### src/csvt_pkg.sv
// Shared types and constants for the CSV field tokenizer.
package csvt_pkg;

  // Character codes
  localparam logic [7:0] CH_QUOTE = 8'h22;
  localparam logic [7:0] CH_COMMA = 8'h2C;
  localparam logic [7:0] CH_CR    = 8'h0D;
  localparam logic [7:0] CH_LF    = 8'h0A;

  // Row ending modes
  localparam logic [1:0] NL_UNIVERSAL = 2'd0;
  localparam logic [1:0] NL_LF        = 2'd1;
  localparam logic [1:0] NL_CR        = 2'd2;
  localparam logic [1:0] NL_CRLF      = 2'd3;

  // Error codes
  localparam logic [1:0] ERR_NONE        = 2'd0;
  localparam logic [1:0] ERR_TEXT_BEFORE = 2'd1;
  localparam logic [1:0] ERR_TEXT_AFTER  = 2'd2;
  localparam logic [1:0] ERR_UNEXP_END   = 2'd3;

  // Input commands
  localparam logic CMD_CHAR = 1'b0;
  localparam logic CMD_EOD  = 1'b1;

  // Register indexes
  localparam logic REG_EOL_MODE = 1'b0;

  // Field counting
  localparam int MAX_FIELDS = 256;
  localparam int FIELD_CAP  = (MAX_FIELDS - 1 > 255) ? 255 : MAX_FIELDS - 1;

  // Result queue
  localparam int QDEPTH = 4;
  localparam int QAW    = $clog2(QDEPTH);

  typedef enum logic [2:0] {
    PH_OPEN  = 3'b001,
    PH_INQ   = 3'b010,
    PH_AFTER = 3'b100
  } csvt_phase_t;

  typedef struct packed {
    csvt_phase_t phase;
    logic        has_text;
    logic        cr_pending;
    logic        skip_lf;
    logic [7:0]  fields;
  } csvt_state_t;

  localparam csvt_state_t ST_CLEAR = '{phase: PH_OPEN, has_text: 1'b0, cr_pending: 1'b0,
                                       skip_lf: 1'b0, fields: 8'd0};

  // One result word
  typedef struct packed {
    logic [7:0] data_char;
    logic       char_valid;
    logic       field_end;
    logic       row_end;
    logic [7:0] field_index;
    logic [1:0] error_code;
    logic       last;
  } csvt_res_t;

  // Words pushed into the queue in one cycle
  typedef struct packed {
    logic [1:0] n;
    csvt_res_t  r0;
    csvt_res_t  r1;
  } csvt_push_t;

  // Queue status
  typedef struct packed {
    logic           room;
    logic           nonempty;
    logic [QAW:0]   count;
  } csvt_qstat_t;

endpackage

### src/csv_field_tokenizer.sv
// Top level of the CSV field tokenizer: config register, front, queue and back.
//
//  channel | direction | handshake             | word
//  in      | input     | in_valid / in_stall   | command, char_code
//  out     | output    | out_valid / out_stall | data_char .. last
//  cfg     | APB write | psel penable pwrite   | row ending mode at byte address 0
//
// One character word is accepted per cycle while in_stall is low; it yields zero
// to two result words. The output port sends one word per cycle while out_stall
// is low, so the sustained rate is one item per cycle while items average at most
// one word; a four-word queue absorbs bursts. A result passes through the queue
// storage, then the output register. Reset is synchronous; no clearing pass
// follows. The input stalls when fewer than two queue slots are free.
module csv_field_tokenizer import csvt_pkg::*; (
  input  logic        clk,
  input  logic        rst_n,
  input  logic        in_valid,
  output logic        in_stall,
  input  logic        in_command,
  input  logic [7:0]  in_char_code,
  output logic        out_valid,
  input  logic        out_stall,
  output logic [7:0]  out_data_char,
  output logic        out_char_valid,
  output logic        out_field_end,
  output logic        out_row_end,
  output logic [7:0]  out_field_index,
  output logic [1:0]  out_error_code,
  output logic        out_last,
  input  logic        psel,
  input  logic        penable,
  input  logic        pwrite,
  input  logic [2:0]  paddr,
  input  logic [31:0] pwdata,
  output logic [31:0] prdata,
  output logic        pready
);

  logic [1:0]  eol_mode_r, eol_mode_nxt;
  logic        cfg_wr;
  csvt_push_t  push;
  csvt_qstat_t qstat;
  csvt_res_t   head;
  csvt_res_t   out_res;
  logic        pop;

  // Configuration register
  assign pready = 1'b1;
  assign cfg_wr = psel && penable && pwrite && pready && (paddr[2] == REG_EOL_MODE);
  assign eol_mode_nxt = cfg_wr ? pwdata[1:0] : eol_mode_r;

  always_ff @(posedge clk) begin
    if (!rst_n) eol_mode_r <= NL_UNIVERSAL;
    else eol_mode_r <= eol_mode_nxt;
  end

  assign prdata = (paddr[2] == REG_EOL_MODE) ? {30'd0, eol_mode_r} : 32'd0;

  csvt_front u_front (
    .clk          (clk),
    .rst_n        (rst_n),
    .in_valid     (in_valid),
    .in_command   (in_command),
    .in_char_code (in_char_code),
    .eol_mode     (eol_mode_r),
    .room         (qstat.room),
    .in_stall     (in_stall),
    .push         (push)
  );

  csvt_queue u_queue (
    .clk   (clk),
    .rst_n (rst_n),
    .push  (push),
    .pop   (pop),
    .head  (head),
    .stat  (qstat)
  );

  csvt_back u_back (
    .clk       (clk),
    .rst_n     (rst_n),
    .head      (head),
    .nonempty  (qstat.nonempty),
    .out_stall (out_stall),
    .pop       (pop),
    .out_valid (out_valid),
    .out_res   (out_res)
  );

  assign out_data_char   = out_res.data_char;
  assign out_char_valid  = out_res.char_valid;
  assign out_field_end   = out_res.field_end;
  assign out_row_end     = out_res.row_end;
  assign out_field_index = out_res.field_index;
  assign out_error_code  = out_res.error_code;
  assign out_last        = out_res.last;

  // Checks
  a_queue_bound: assert property (@(posedge clk) disable iff (!rst_n)
    qstat.count <= (QAW+1)'(QDEPTH))
    else $error("result queue overfilled");

  a_push_needs_accept: assert property (@(posedge clk) disable iff (!rst_n)
    (push.n != 2'd0) |-> (in_valid && !in_stall))
    else $error("words pushed without an accepted item");

  a_drain: assert property (@(posedge clk) disable iff (!rst_n)
    (qstat.nonempty && !out_valid) |=> out_valid)
    else $error("queued word not moved to the output");

  a_row_with_field: assert property (@(posedge clk) disable iff (!rst_n)
    (out_valid && out_row_end) |-> (out_field_end && !out_char_valid))
    else $error("row end without field end");

endmodule

### src/csvt_front.sv
// Front end: accepts characters, runs the parser state and forms result words.
module csvt_front import csvt_pkg::*; (
  input  logic        clk,
  input  logic        rst_n,
  input  logic        in_valid,
  input  logic        in_command,
  input  logic [7:0]  in_char_code,
  input  logic [1:0]  eol_mode,
  input  logic        room,
  output logic        in_stall,
  output csvt_push_t  push
);

  typedef struct packed {
    csvt_state_t st;
    logic [1:0]  cnt;
    csvt_res_t   r0;
    csvt_res_t   r1;
  } csvt_acc_t;

  function automatic csvt_acc_t emit_res(csvt_acc_t a, logic [7:0] ch, logic v,
                                         logic fe, logic re, logic [1:0] err);
    csvt_acc_t o;
    csvt_res_t r;
    o = a;
    r.data_char   = v ? ch : 8'h00;
    r.char_valid  = v;
    r.field_end   = fe;
    r.row_end     = re;
    r.field_index = a.st.fields;
    r.error_code  = err;
    r.last        = 1'b0;
    case (a.cnt)
      2'd0: begin
        o.r0  = r;
        o.cnt = 2'd1;
      end
      2'd1: begin
        o.r1  = r;
        o.cnt = 2'd2;
      end
      default: o.cnt = a.cnt;
    endcase
    return o;
  endfunction

  function automatic csvt_acc_t end_field(csvt_acc_t a, logic row);
    csvt_acc_t o;
    o = emit_res(a, 8'h00, 1'b0, 1'b1, row, ERR_NONE);
    if (row) o.st.fields = 8'd0;
    else if (o.st.fields < 8'(FIELD_CAP)) o.st.fields = o.st.fields + 8'd1;
    o.st.phase    = PH_OPEN;
    o.st.has_text = 1'b0;
    return o;
  endfunction

  function automatic csvt_acc_t raise_error(csvt_acc_t a, logic [1:0] code);
    csvt_acc_t o;
    o    = emit_res(a, 8'h00, 1'b0, 1'b0, 1'b0, code);
    o.st = ST_CLEAR;
    return o;
  endfunction

  function automatic logic ends_row(logic [7:0] c, logic [1:0] mode);
    logic b;
    unique case (mode)
      NL_UNIVERSAL: b = (c == CH_CR) || (c == CH_LF);
      NL_LF:        b = (c == CH_LF);
      NL_CR:        b = (c == CH_CR);
      default:      b = 1'b0;
    endcase
    return b;
  endfunction

  // One byte through the parser; literal makes a CR plain data
  function automatic csvt_acc_t feed(csvt_acc_t a, logic [7:0] c, logic literal,
                                     logic [1:0] mode);
    csvt_acc_t o;
    logic      hold;
    logic      brk;
    o    = a;
    hold = !literal && (mode == NL_CRLF) && (c == CH_CR);
    brk  = !literal && ends_row(c, mode);
    unique case (a.st.phase)
      PH_INQ: begin
        if (c == CH_QUOTE) o.st.phase = PH_AFTER;
        else o = emit_res(a, c, 1'b1, 1'b0, 1'b0, ERR_NONE);
      end
      PH_AFTER: begin
        if (c == CH_QUOTE) begin
          o = emit_res(a, c, 1'b1, 1'b0, 1'b0, ERR_NONE);
          o.st.phase = PH_INQ;
        end else if (c == CH_COMMA) begin
          o = end_field(a, 1'b0);
        end else if (hold) begin
          o.st.cr_pending = 1'b1;
        end else if (brk) begin
          o = end_field(a, 1'b1);
          if (mode == NL_UNIVERSAL && c == CH_CR) o.st.skip_lf = 1'b1;
        end else begin
          o = raise_error(a, ERR_TEXT_AFTER);
        end
      end
      default: begin
        if (c == CH_QUOTE) begin
          if (a.st.has_text) o = raise_error(a, ERR_TEXT_BEFORE);
          else o.st.phase = PH_INQ;
        end else if (c == CH_COMMA) begin
          o = end_field(a, 1'b0);
        end else if (hold) begin
          o.st.cr_pending = 1'b1;
        end else if (brk) begin
          o = end_field(a, 1'b1);
          if (mode == NL_UNIVERSAL && c == CH_CR) o.st.skip_lf = 1'b1;
        end else begin
          o = emit_res(a, c, 1'b1, 1'b0, 1'b0, ERR_NONE);
          o.st.phase    = PH_OPEN;
          o.st.has_text = 1'b1;
        end
      end
    endcase
    return o;
  endfunction

  csvt_state_t st_r;
  csvt_state_t st_nxt;
  csvt_acc_t   acc;
  logic        accept;

  assign in_stall = !room;
  assign accept   = in_valid && !in_stall;

  // Per-item parse step
  always_comb begin
    acc.st  = st_r;
    acc.cnt = 2'd0;
    acc.r0  = '0;
    acc.r1  = '0;
    if (in_command == CMD_CHAR) begin
      if (acc.st.skip_lf && in_char_code == CH_LF) begin
        acc.st.skip_lf = 1'b0;
      end else begin
        acc.st.skip_lf = 1'b0;
        if (acc.st.cr_pending) begin
          acc.st.cr_pending = 1'b0;
          if (in_char_code == CH_LF) begin
            acc = end_field(acc, 1'b1);
          end else begin
            acc = feed(acc, CH_CR, 1'b1, eol_mode);
            acc = feed(acc, in_char_code, 1'b0, eol_mode);
          end
        end else begin
          acc = feed(acc, in_char_code, 1'b0, eol_mode);
        end
      end
    end else begin
      acc.st.skip_lf = 1'b0;
      if (acc.st.cr_pending) begin
        acc.st.cr_pending = 1'b0;
        acc = feed(acc, CH_CR, 1'b1, eol_mode);
      end
      if (acc.st.fields != 8'd0 || acc.st.phase == PH_INQ) acc = raise_error(acc, ERR_UNEXP_END);
      else acc.st = ST_CLEAR;
    end
    // mark the final word of this item
    if (acc.cnt == 2'd1) acc.r0.last = 1'b1;
    if (acc.cnt == 2'd2) acc.r1.last = 1'b1;
  end

  assign st_nxt = accept ? acc.st : st_r;

  always_ff @(posedge clk) begin
    if (!rst_n) st_r <= ST_CLEAR;
    else st_r <= st_nxt;
  end

  // Push words of an accepted item
  always_comb begin
    push.n  = accept ? acc.cnt : 2'd0;
    push.r0 = acc.r0;
    push.r1 = acc.r1;
  end

endmodule

### src/csvt_queue.sv
// Result word queue: up to two words in, one word out per cycle.
module csvt_queue import csvt_pkg::*; (
  input  logic        clk,
  input  logic        rst_n,
  input  csvt_push_t  push,
  input  logic        pop,
  output csvt_res_t   head,
  output csvt_qstat_t stat
);

  csvt_res_t      mem_r [QDEPTH];
  logic [QAW-1:0] wr_ptr_r, wr_ptr_nxt;
  logic [QAW-1:0] rd_ptr_r, rd_ptr_nxt;
  logic [QAW:0]   count_r, count_nxt;
  logic [QAW-1:0] wr_ptr_p1;

  assign wr_ptr_p1  = wr_ptr_r + QAW'(1);
  assign wr_ptr_nxt = wr_ptr_r + QAW'(push.n);
  assign rd_ptr_nxt = rd_ptr_r + QAW'(pop);
  assign count_nxt  = count_r + (QAW+1)'(push.n) - (QAW+1)'(pop);

  // storage writes
  always_ff @(posedge clk) begin
    if (push.n != 2'd0) mem_r[wr_ptr_r] <= push.r0;
    if (push.n == 2'd2) mem_r[wr_ptr_p1] <= push.r1;
  end

  // pointers and fill count
  always_ff @(posedge clk) begin
    if (!rst_n) begin
      wr_ptr_r <= '0;
      rd_ptr_r <= '0;
      count_r  <= '0;
    end else begin
      wr_ptr_r <= wr_ptr_nxt;
      rd_ptr_r <= rd_ptr_nxt;
      count_r  <= count_nxt;
    end
  end

  assign head          = mem_r[rd_ptr_r];
  assign stat.room     = (count_r <= (QAW+1)'(QDEPTH - 2));
  assign stat.nonempty = (count_r != '0);
  assign stat.count    = count_r;

endmodule

### src/csvt_back.sv
// Back end: drains the queue into the registered result port.
module csvt_back import csvt_pkg::*; (
  input  logic       clk,
  input  logic       rst_n,
  input  csvt_res_t  head,
  input  logic       nonempty,
  input  logic       out_stall,
  output logic       pop,
  output logic       out_valid,
  output csvt_res_t  out_res
);

  logic      out_valid_r, out_valid_nxt;
  csvt_res_t res_r;
  logic      load;

  assign load          = nonempty && (!out_valid_r || !out_stall);
  assign pop           = load;
  assign out_valid_nxt = load ? 1'b1 : (out_valid_r && out_stall);

  always_ff @(posedge clk) begin
    if (!rst_n) out_valid_r <= 1'b0;
    else out_valid_r <= out_valid_nxt;
  end

  // payload holds while stalled
  always_ff @(posedge clk) begin
    if (load) res_r <= head;
  end

  assign out_valid = out_valid_r;
  assign out_res   = res_r;

endmodule

### config.mk
export PLATFORM = sky130hd
export DESIGN_NAME = csv_field_tokenizer
export DESIGN_NICKNAME = d
export VERILOG_FILES = /design/src/csvt_pkg.sv /design/src/csv_field_tokenizer.sv /design/src/csvt_front.sv /design/src/csvt_queue.sv /design/src/csvt_back.sv
export SDC_FILE = /design/constraint.sdc
export NUM_CORES = 1
export LEC_CHECK = 0
export ABC_AREA = 0
export BUFFER_PORTS_ARGS = -buffer_cell sky130_fd_sc_hd__buf_2
export CORE_MARGIN = 3
export CORE_UTILIZATION = 45
export DETAILED_ROUTE_END_ITERATION = 12
export PLACE_DENSITY = 0.67
export SKIP_LAST_GASP = 1
export SLEW_MARGIN = 20
export SYNTH_ARGS = -nofsm -noshare
export SYNTH_HDL_FRONTEND = slang
export SYNTH_SLANG_ARGS = --single-unit
export TNS_END_PERCENT = 30
### constraint.sdc
create_clock -name clk -period 5.4 [get_ports clk]
set_input_delay 0.27 -clock clk [delete_from_list [all_inputs] [get_ports clk]]
set_output_delay 0.27 -clock clk [all_outputs]
set_load 0.005 [all_outputs]
Yosys cells after proc, flatten, opt, wreduce, memory -nomap -nowiden
Memories as Yosys holds them, arrays and structs flattened. A register that Yosys moved wholly into a read port is not among the register bits.
Index checks and enable logic that the tools add are counted.
Widths: inputs -> output; s select.
{"block": "op_classes", "n_eq_ne": 24, "multipliers": 0, "add_sub_neg": 7, "mux": 84, "n_lt_le_gt_ge": 3, "n_div": 0, "reduce_logical": 26, "bitwise": 1, "shifts": 0}
{"cell": "$mux 60", "count": 17}
{"cell": "$pmux 60 s2", "count": 3}
{"cell": "$mux 55", "count": 5}
{"cell": "$mux 22", "count": 12}
{"cell": "$mux 57", "count": 2}
{"cell": "$mux 56", "count": 2}
{"cell": "$mux 54", "count": 2}
{"cell": "$mux 46", "count": 2}
{"cell": "$mux 45", "count": 1}
{"cell": "$mux 1", "count": 21}
{"cell": "$add 8x1->8 const B", "count": 2}
{"cell": "$eq 8x4->1 const B", "count": 2}
{"cell": "$eq 8x6->1 const B", "count": 2}
{"cell": "$lt 8x8->1 const B", "count": 2}
{"cell": "$mux 4", "count": 4}
{"cell": "$mux 8", "count": 2}
{"cell": "$ne 5x4->1 const B", "count": 2}
{"cell": "$eq 3x2->1 const B", "count": 3}
{"cell": "$logic_and 1x1->1", "count": 9}
{"cell": "$eq 2x1->1 const B", "count": 4}
{"cell": "$eq 2x2->1 const B", "count": 4}
{"cell": "$mux 2", "count": 4}
{"cell": "$ne 4x2->1 const B", "count": 2}
{"cell": "$pmux 2 s2", "count": 2}
{"cell": "other kinds (26)", "count": 34}
{"block": "totals", "mem_bits_ro": 0, "memories": 1, "output_inout_bits": 57, "inputBits": 51, "latch_bits": 0, "wordCells": 156, "reg_bits": 24, "ram_bits": 88}
{"name": "u_queue.mem_r", "words": 4, "width": 22, "rd": 1, "rd_clocked_by_memory_dff": 1, "wr": 2, "line_no": "csvt_queue.sv:11", "rtl": "csvt_res_t mem_r [QDEPTH];"}

Depth between registers and ports, before layout
{"block": "depth", "word_depth": 21, "depth_mapped": 18, "ltp_nobuf": 16}

By module
From an unflattened synthesis, not the netlist that was laid out.
{"block": "unflattened", "hier_cells": 706, "area_unflattened_um2": 8390.5}
{"module": "csvt_queue", "instances": 1, "cells_each": 255, "seq_area_each_um2": 2782.7, "area_each_um2": 4692.0}
{"module": "csvt_front", "instances": 1, "cells_each": 381, "seq_area_each_um2": 280.3, "area_each_um2": 2652.5}
{"module": "csvt_back", "instances": 1, "cells_each": 26, "seq_area_each_um2": 680.7, "area_each_um2": 699.4}
{"module": "csv_field_tokenizer", "instances": 1, "cells_each": 44, "seq_area_each_um2": 40.0, "area_each_um2": 346.6}

Worst setup path before layout
Ideal clock, no wire load.
{"block": "synth_timing", "kind": "reg-to-reg", "from": "reg u_front.st_r[11] in the netlist's numbering", "to": "mem u_queue.mem_r[1][0] in the netlist's numbering, enable pin", "arrival_ns": 3.562, "stages_incl_launch_ff": 14, "path_slack_ns": 1.438, "period_less_slack_ns": 3.962, "required_ns": 4.999, "setup_time_ns": 0.401, "path_buffers": 3, "cell_sequence": "dfxtp_1 > clkbuf_1 > or3b_2 > clkbuf_1 > clkbuf_1 > o21ai_0 > nand2_1 > ha_1 > nor2b_1 > or2_2 > o32a_4 > nand2_1 > o211ai_1 > nor2_1"}
{"item": "start, declared", "line_no": "csvt_front.sv:125", "rtl": "csvt_state_t st_r;"}
{"item": "start signal, assigned", "line_no": "csvt_front.sv:174", "rtl": "else st_r <= st_nxt;"}
{"item": "end, declared", "line_no": "csvt_queue.sv:11"}

Worst setup path after layout
{"block": "layout_timing", "from": "reg u_front.st_r[13] in the netlist's numbering", "to": "reg u_queue.count_r[2]"}
{"block": "layout_via", "elab_chain_len": 16, "elab_cells_between_ends": 26, "classes_between": "2 x add/sub; 5 x eq/ne; 17 x mux; 2 x reduce/logical"}
{"item": "$eq 3x3->1 / $eq 3x2->1 (equally long branches)", "line_no": "csvt_front.sv:84", "rtl": "unique case (a.st.phase)"}
{"item": "$pmux 60 s2", "line_no": "csvt_front.sv:84"}
{"item": "$mux 60", "line_no": "csvt_front.sv:146", "rtl": "if (in_char_code == CH_LF) begin"}
{"item": "$mux 60", "line_no": "csvt_front.sv:144", "rtl": "if (acc.st.cr_pending) begin"}
{"item": "$mux 60", "line_no": "csvt_front.sv:140", "rtl": "if (acc.st.skip_lf && in_char_code == CH_LF) begin"}
{"item": "$mux 60", "line_no": "csvt_front.sv:139", "rtl": "if (in_command == CMD_CHAR) begin"}
{"item": "$mux 56", "line_no": "csvt_front.sv:106", "rtl": "if (a.st.has_text) o = raise_error(a, ERR_TEXT_BEFORE);"}
{"item": "$mux 60", "line_no": "csvt_front.sv:105", "rtl": "if (c == CH_QUOTE) begin"}
{"item": "$pmux 60 s2", "line_no": "csvt_front.sv:84"}
{"item": "$mux 60", "line_no": "csvt_front.sv:146"}
{"item": "$mux 60", "line_no": "csvt_front.sv:144"}
{"item": "$mux 54", "line_no": "csvt_front.sv:140"}
{"item": "$mux 60 *", "line_no": "csvt_front.sv:139"}
{"item": "$mux 2 *", "line_no": "csvt_front.sv:179", "rtl": "push.n = accept ? acc.cnt : 2'd0;"}
{"item": "$add 3x2->3 *", "line_no": "csvt_queue.sv:20", "rtl": "assign count_nxt = count_r + (QAW+1)'(push.n) - (QAW+1)'(pop);"}
{"item": "$sub 3x1->3 *", "line_no": "csvt_queue.sv:20"}
{"item": "end signal, assigned", "line_no": "csvt_queue.sv:37", "rtl": "count_r <= count_nxt;"}
{"item": "end, declared", "line_no": "csvt_queue.sv:14", "rtl": "logic [QAW:0] count_r, count_nxt;"}
Every way passes the cells marked *; elsewhere a longest branch is shown, timed or not. The select of a mux whose other input is x is not followed.
A chain may end at the register's enable or synchronous reset.

==> impl_metrics.env <==
export IMPL_cts_tree="built"
export IMPL_setup_tns_final_ns=0
export IMPL_whs_path_depth=3
export IMPL_worstReg2RegStart="u_front.st_r[13]$_SDFFE_PN0P_"
export IMPL_clkSinkCount=134
export IMPL_fp_dieW_um=135
export IMPL_synth_top_cell_area_share_pct=44.3
export IMPL_rrSetupSlack_ns=1.51
export IMPL_ir_drop_uv=212
export IMPL_finalClockSkew_ns=0.0146
export IMPL_drt_iter0_markers=566
export IMPL_drv_slew=0
export IMPL_synth_most_common_cell="edfxtp_1"
export IMPL_post_drt_wl_per_cell_um=20.6
export IMPL_drive_above_1_share_pct=19.3
export IMPL_intPower_uw=2270
export IMPL_p_switching_uw=846
export IMPL_ctsLongestPathBuffers=2
export IMPL_critical_path_class="flop to flop"
export IMPL_cp_max_fo=16
export IMPL_p_leak_uw=0.00301
export IMPL_grt_pass1_wl_um=30700
export IMPL_sw_frac_of_total_pct=27.1
export IMPL_die_h_um=135
export IMPL_rows=46
export IMPL_drtPass1Iterations=5
export IMPL_synthArstFlopShare_pct=0
export IMPL_clkSlewWorstSetupHoldPaths_ns=0.07
export IMPL_cp_start_kind="flop"
export IMPL_ys_types=72
export IMPL_ys_warn_count=0
export IMPL_postCtsSetupBuffers=0
export IMPL_clkLatencyLatePin_ns=0.42
export IMPL_pwr_density_cell_mw_per_mm2=372
export IMPL_finalCriticalPeriod_ns=3.89
export IMPL_synth_edf_count=110
export IMPL_finalWirelength_um=19500
export IMPL_cts_root_buf="clkbuf_16"
export IMPL_cap_violations=0
export IMPL_status="finished, final reports clean"
export IMPL_placed_area_mm2=0.00782
export IMPL_worstHoldStart="pwdata[0]"
export IMPL_cts_buffers=17
export IMPL_cts_resized=0
export IMPL_final_setup_viol_count=0
export IMPL_grt_max_degree=26
export IMPL_yosys_area_top_type="edfxtp_1"
export IMPL_die_area_mm2=0.0181
export IMPL_reg2reg_depth=15
export IMPL_worstPathArrival_ns=4.17
export IMPL_power_uw=3120
export IMPL_period_share_pct=72.0
export IMPL_slew_headroom_pct=48.0
export IMPL_end_kind="flop"
export IMPL_synthToLayoutAreaGrowth_pct=12.5
export IMPL_r2r_end="u_queue.count_r[2]$_SDFF_PN0_"
export IMPL_drc=0
export IMPL_portBuffers=44
export IMPL_synthCells=678
export IMPL_synth_seq_cells=134
export IMPL_synthTopCellsByArea="edfxtp_1 (44%), mux4_2 (6.6%), dfxtp_1 (6.4%), and2_1 (3.7%), a21oi_1 (3.2%)"
export IMPL_finalHoldViolCount=0
export IMPL_stdcell_count=947
export IMPL_ant_nets=0
export IMPL_hold_end="eol_mode_r[0]$_SDFFE_PN0P_"
export IMPL_grt_use_total_pct=22.0
export IMPL_vias=5627
export IMPL_grt_pass1_vias=5516
export IMPL_finalWeightedCongestion=0.923
export IMPL_critPathRequiredTime_ns=5.68
export IMPL_grt_antenna_before_repair=0
export IMPL_power_share_clock_pct=35.7
export IMPL_grt_ovfl_total=0
export IMPL_min_path_type="input port to flop"
export IMPL_worst_slew_pin_transition_ns=0.774
export IMPL_rsz0062_at_grt="no"
export IMPL_cts_htree_levels=4
export IMPL_syn_avg_cell_area_um2=11.0
export IMPL_vias_per_cell=5.94
export IMPL_yosysSeqAreaShare_pct=50.8
export IMPL_comb_power_share_pct=20.4
export IMPL_ys_flop_type="edfxtp_1"
export IMPL_initial_core_util_pct=46.4
export IMPL_dp_cells=916
export IMPL_power_share_sequential_pct=43.9
export IMPL_diodes=0
export IMPL_fin_nets=778
export IMPL_core_mm2=0.0161
export IMPL_syn_area_mm2=0.00745
export IMPL_clock_fmax_mhz=257
export IMPL_hold_buffers=0
export IMPL_fin_area_mm2=0.00839
export IMPL_io_pins=108
export IMPL_dp_hpwl_um=13200
export IMPL_ys_top_cells_by_count="edfxtp_1 (110), nand2_1 (56), a21oi_1 (47), and2_1 (44), nor2_1 (41)"
==> power groups by stage <==
stage               combinational (µW)  clock, µW  sequential [µW]
floorplan                          412          0             1400
global placement                   629          0             1380
detailed placement                 644          0             1390
CTS                                647       1130             1370
global route                       703       1170             1380
finish                             636       1110             1370
==> kinds of logic (layout without fill, tap and decap cells) <==
kind of cell	after synthesis	after routing	synth area share, %
adders and majority gates	8	8	1.44
muxes	46	46	9.97
DFF	134	134	50.8
and+or+nand+nor	255	255	18.4
other	2	31	0.101
buffers and inverters	77	101	5.59
AOI/OAI and AO/OA	151	151	13.1
xor gates and xnor gates	5	5	0.588
==> placed cells by master (no fill, tap or decap), drive strengths merged, types with 3 or more instances in the layout <==
cell type and count:
a21oi 47, o31ai 3, o21ai 39, nand3 20, o22ai 4, or2 4, nor4b 3, ha 7
mux2i 18, dfxtp 24, and2 44, a211oi 3, conb 31, nor3 20, nor2b 14, nand2b 11
nand4 9, xnor2 4, nand2 56, mux2 6, nor4 8, o21a 3, a21o 6, o211ai 7
a32oi 3, a41oi 4, or4 4, clkinv 9, nor2 41, clkbuf 17, nor3b 4, edfxtp 110
a31oi 11, buf 61, mux4 22, or3b 3, o41ai 3, o21bai 3, inv 10, or3 5
==> routing by layer <==
layer  part of all wire [%]  wire [µm]  GRT usage, %  vias up
met5                      0          0             0        -
met2                     49       9560          36.0      228
met3                    5.8       1130          3.39       30
li1                       -          -             -     2589
met4                    1.9        378          7.64        0
met1                     43       8410          30.0     2780
==> worst max-delay path by stage <==
stage	start	to	slack, ns	cells after the start
CTS	u_front.st_r[13]$_SDFFE_PN0P_	u_queue.count_r[2]$_SDFF_PN0_	1.52	15
finish	u_front.st_r[13]$_SDFFE_PN0P_	u_queue.count_r[2]$_SDFF_PN0_	1.51	15
global placement	u_front.st_r[13]$_SDFFE_PN0P_	u_queue.count_r[2]$_SDFF_PN0_	1.59	15
detailed placement	u_front.st_r[13]$_SDFFE_PN0P_	u_queue.count_r[2]$_SDFF_PN0_	1.54	15
global route	u_front.st_r[13]$_SDFFE_PN0P_	u_queue.count_r[2]$_SDFF_PN0_	1.26	15
floorplan	u_front.st_r[11]$_SDFFE_PN1P_	u_queue.mem_r[1][0]$_DFFE_PP_	1.44	13
==> cell type report <==
cell class / instances / area, µm²
flip-flops and latches: 134 / 3780
repair buffers: 61 / 348
fillers: 1411 / 7670
inverters: 9 / 33.8
clock inverters: 14 / 136
multi-input cells: 496 / 3390
clock buffers: 17 / 425
well taps: 216 / 270
==> worst max-delay path, cell delays in order (launching register included) <==
cell	delay [ns]
dfxtp_1	0.40
or3b_2	0.66
o21ai_0	0.21
nand2_1	0.11
ha_1	0.37
nor2b_1	0.09
or2_2	0.29
o32a_4	0.35
nand3_1	0.16
xnor2_1	0.14
ha_1	0.16
inv_1	0.05
fa_1	0.37
xnor2_1	0.20
xnor2_1	0.14
nor2_1	0.05
==> flip-flops by register name (all words and copies together), names as in the netlist <==
name              flops
u_queue.wr_ptr_r      2
u_queue.rd_ptr_r      2
u_back.out_res       22
eol_mode_r            2
u_back.out_valid      1
u_queue.mem_r        88
u_queue.count_r       3
u_front.st_r         14
==> stage by stage <==
step / utilization (%) / hold WS, ns / setup WS [ns]
floorplan: - / 0.359 / 1.44
finish: 52.2 / 0.0782 / 1.51
global route: 52.2 / 0.113 / 1.26
CTS: 52.2 / 0.0672 / 1.52
detailed placement: 48.7 / 0.490 / 1.54
global placement: 48.7 / 0.471 / 1.59
No activity file was read; power rests on OpenSTA's default activity.
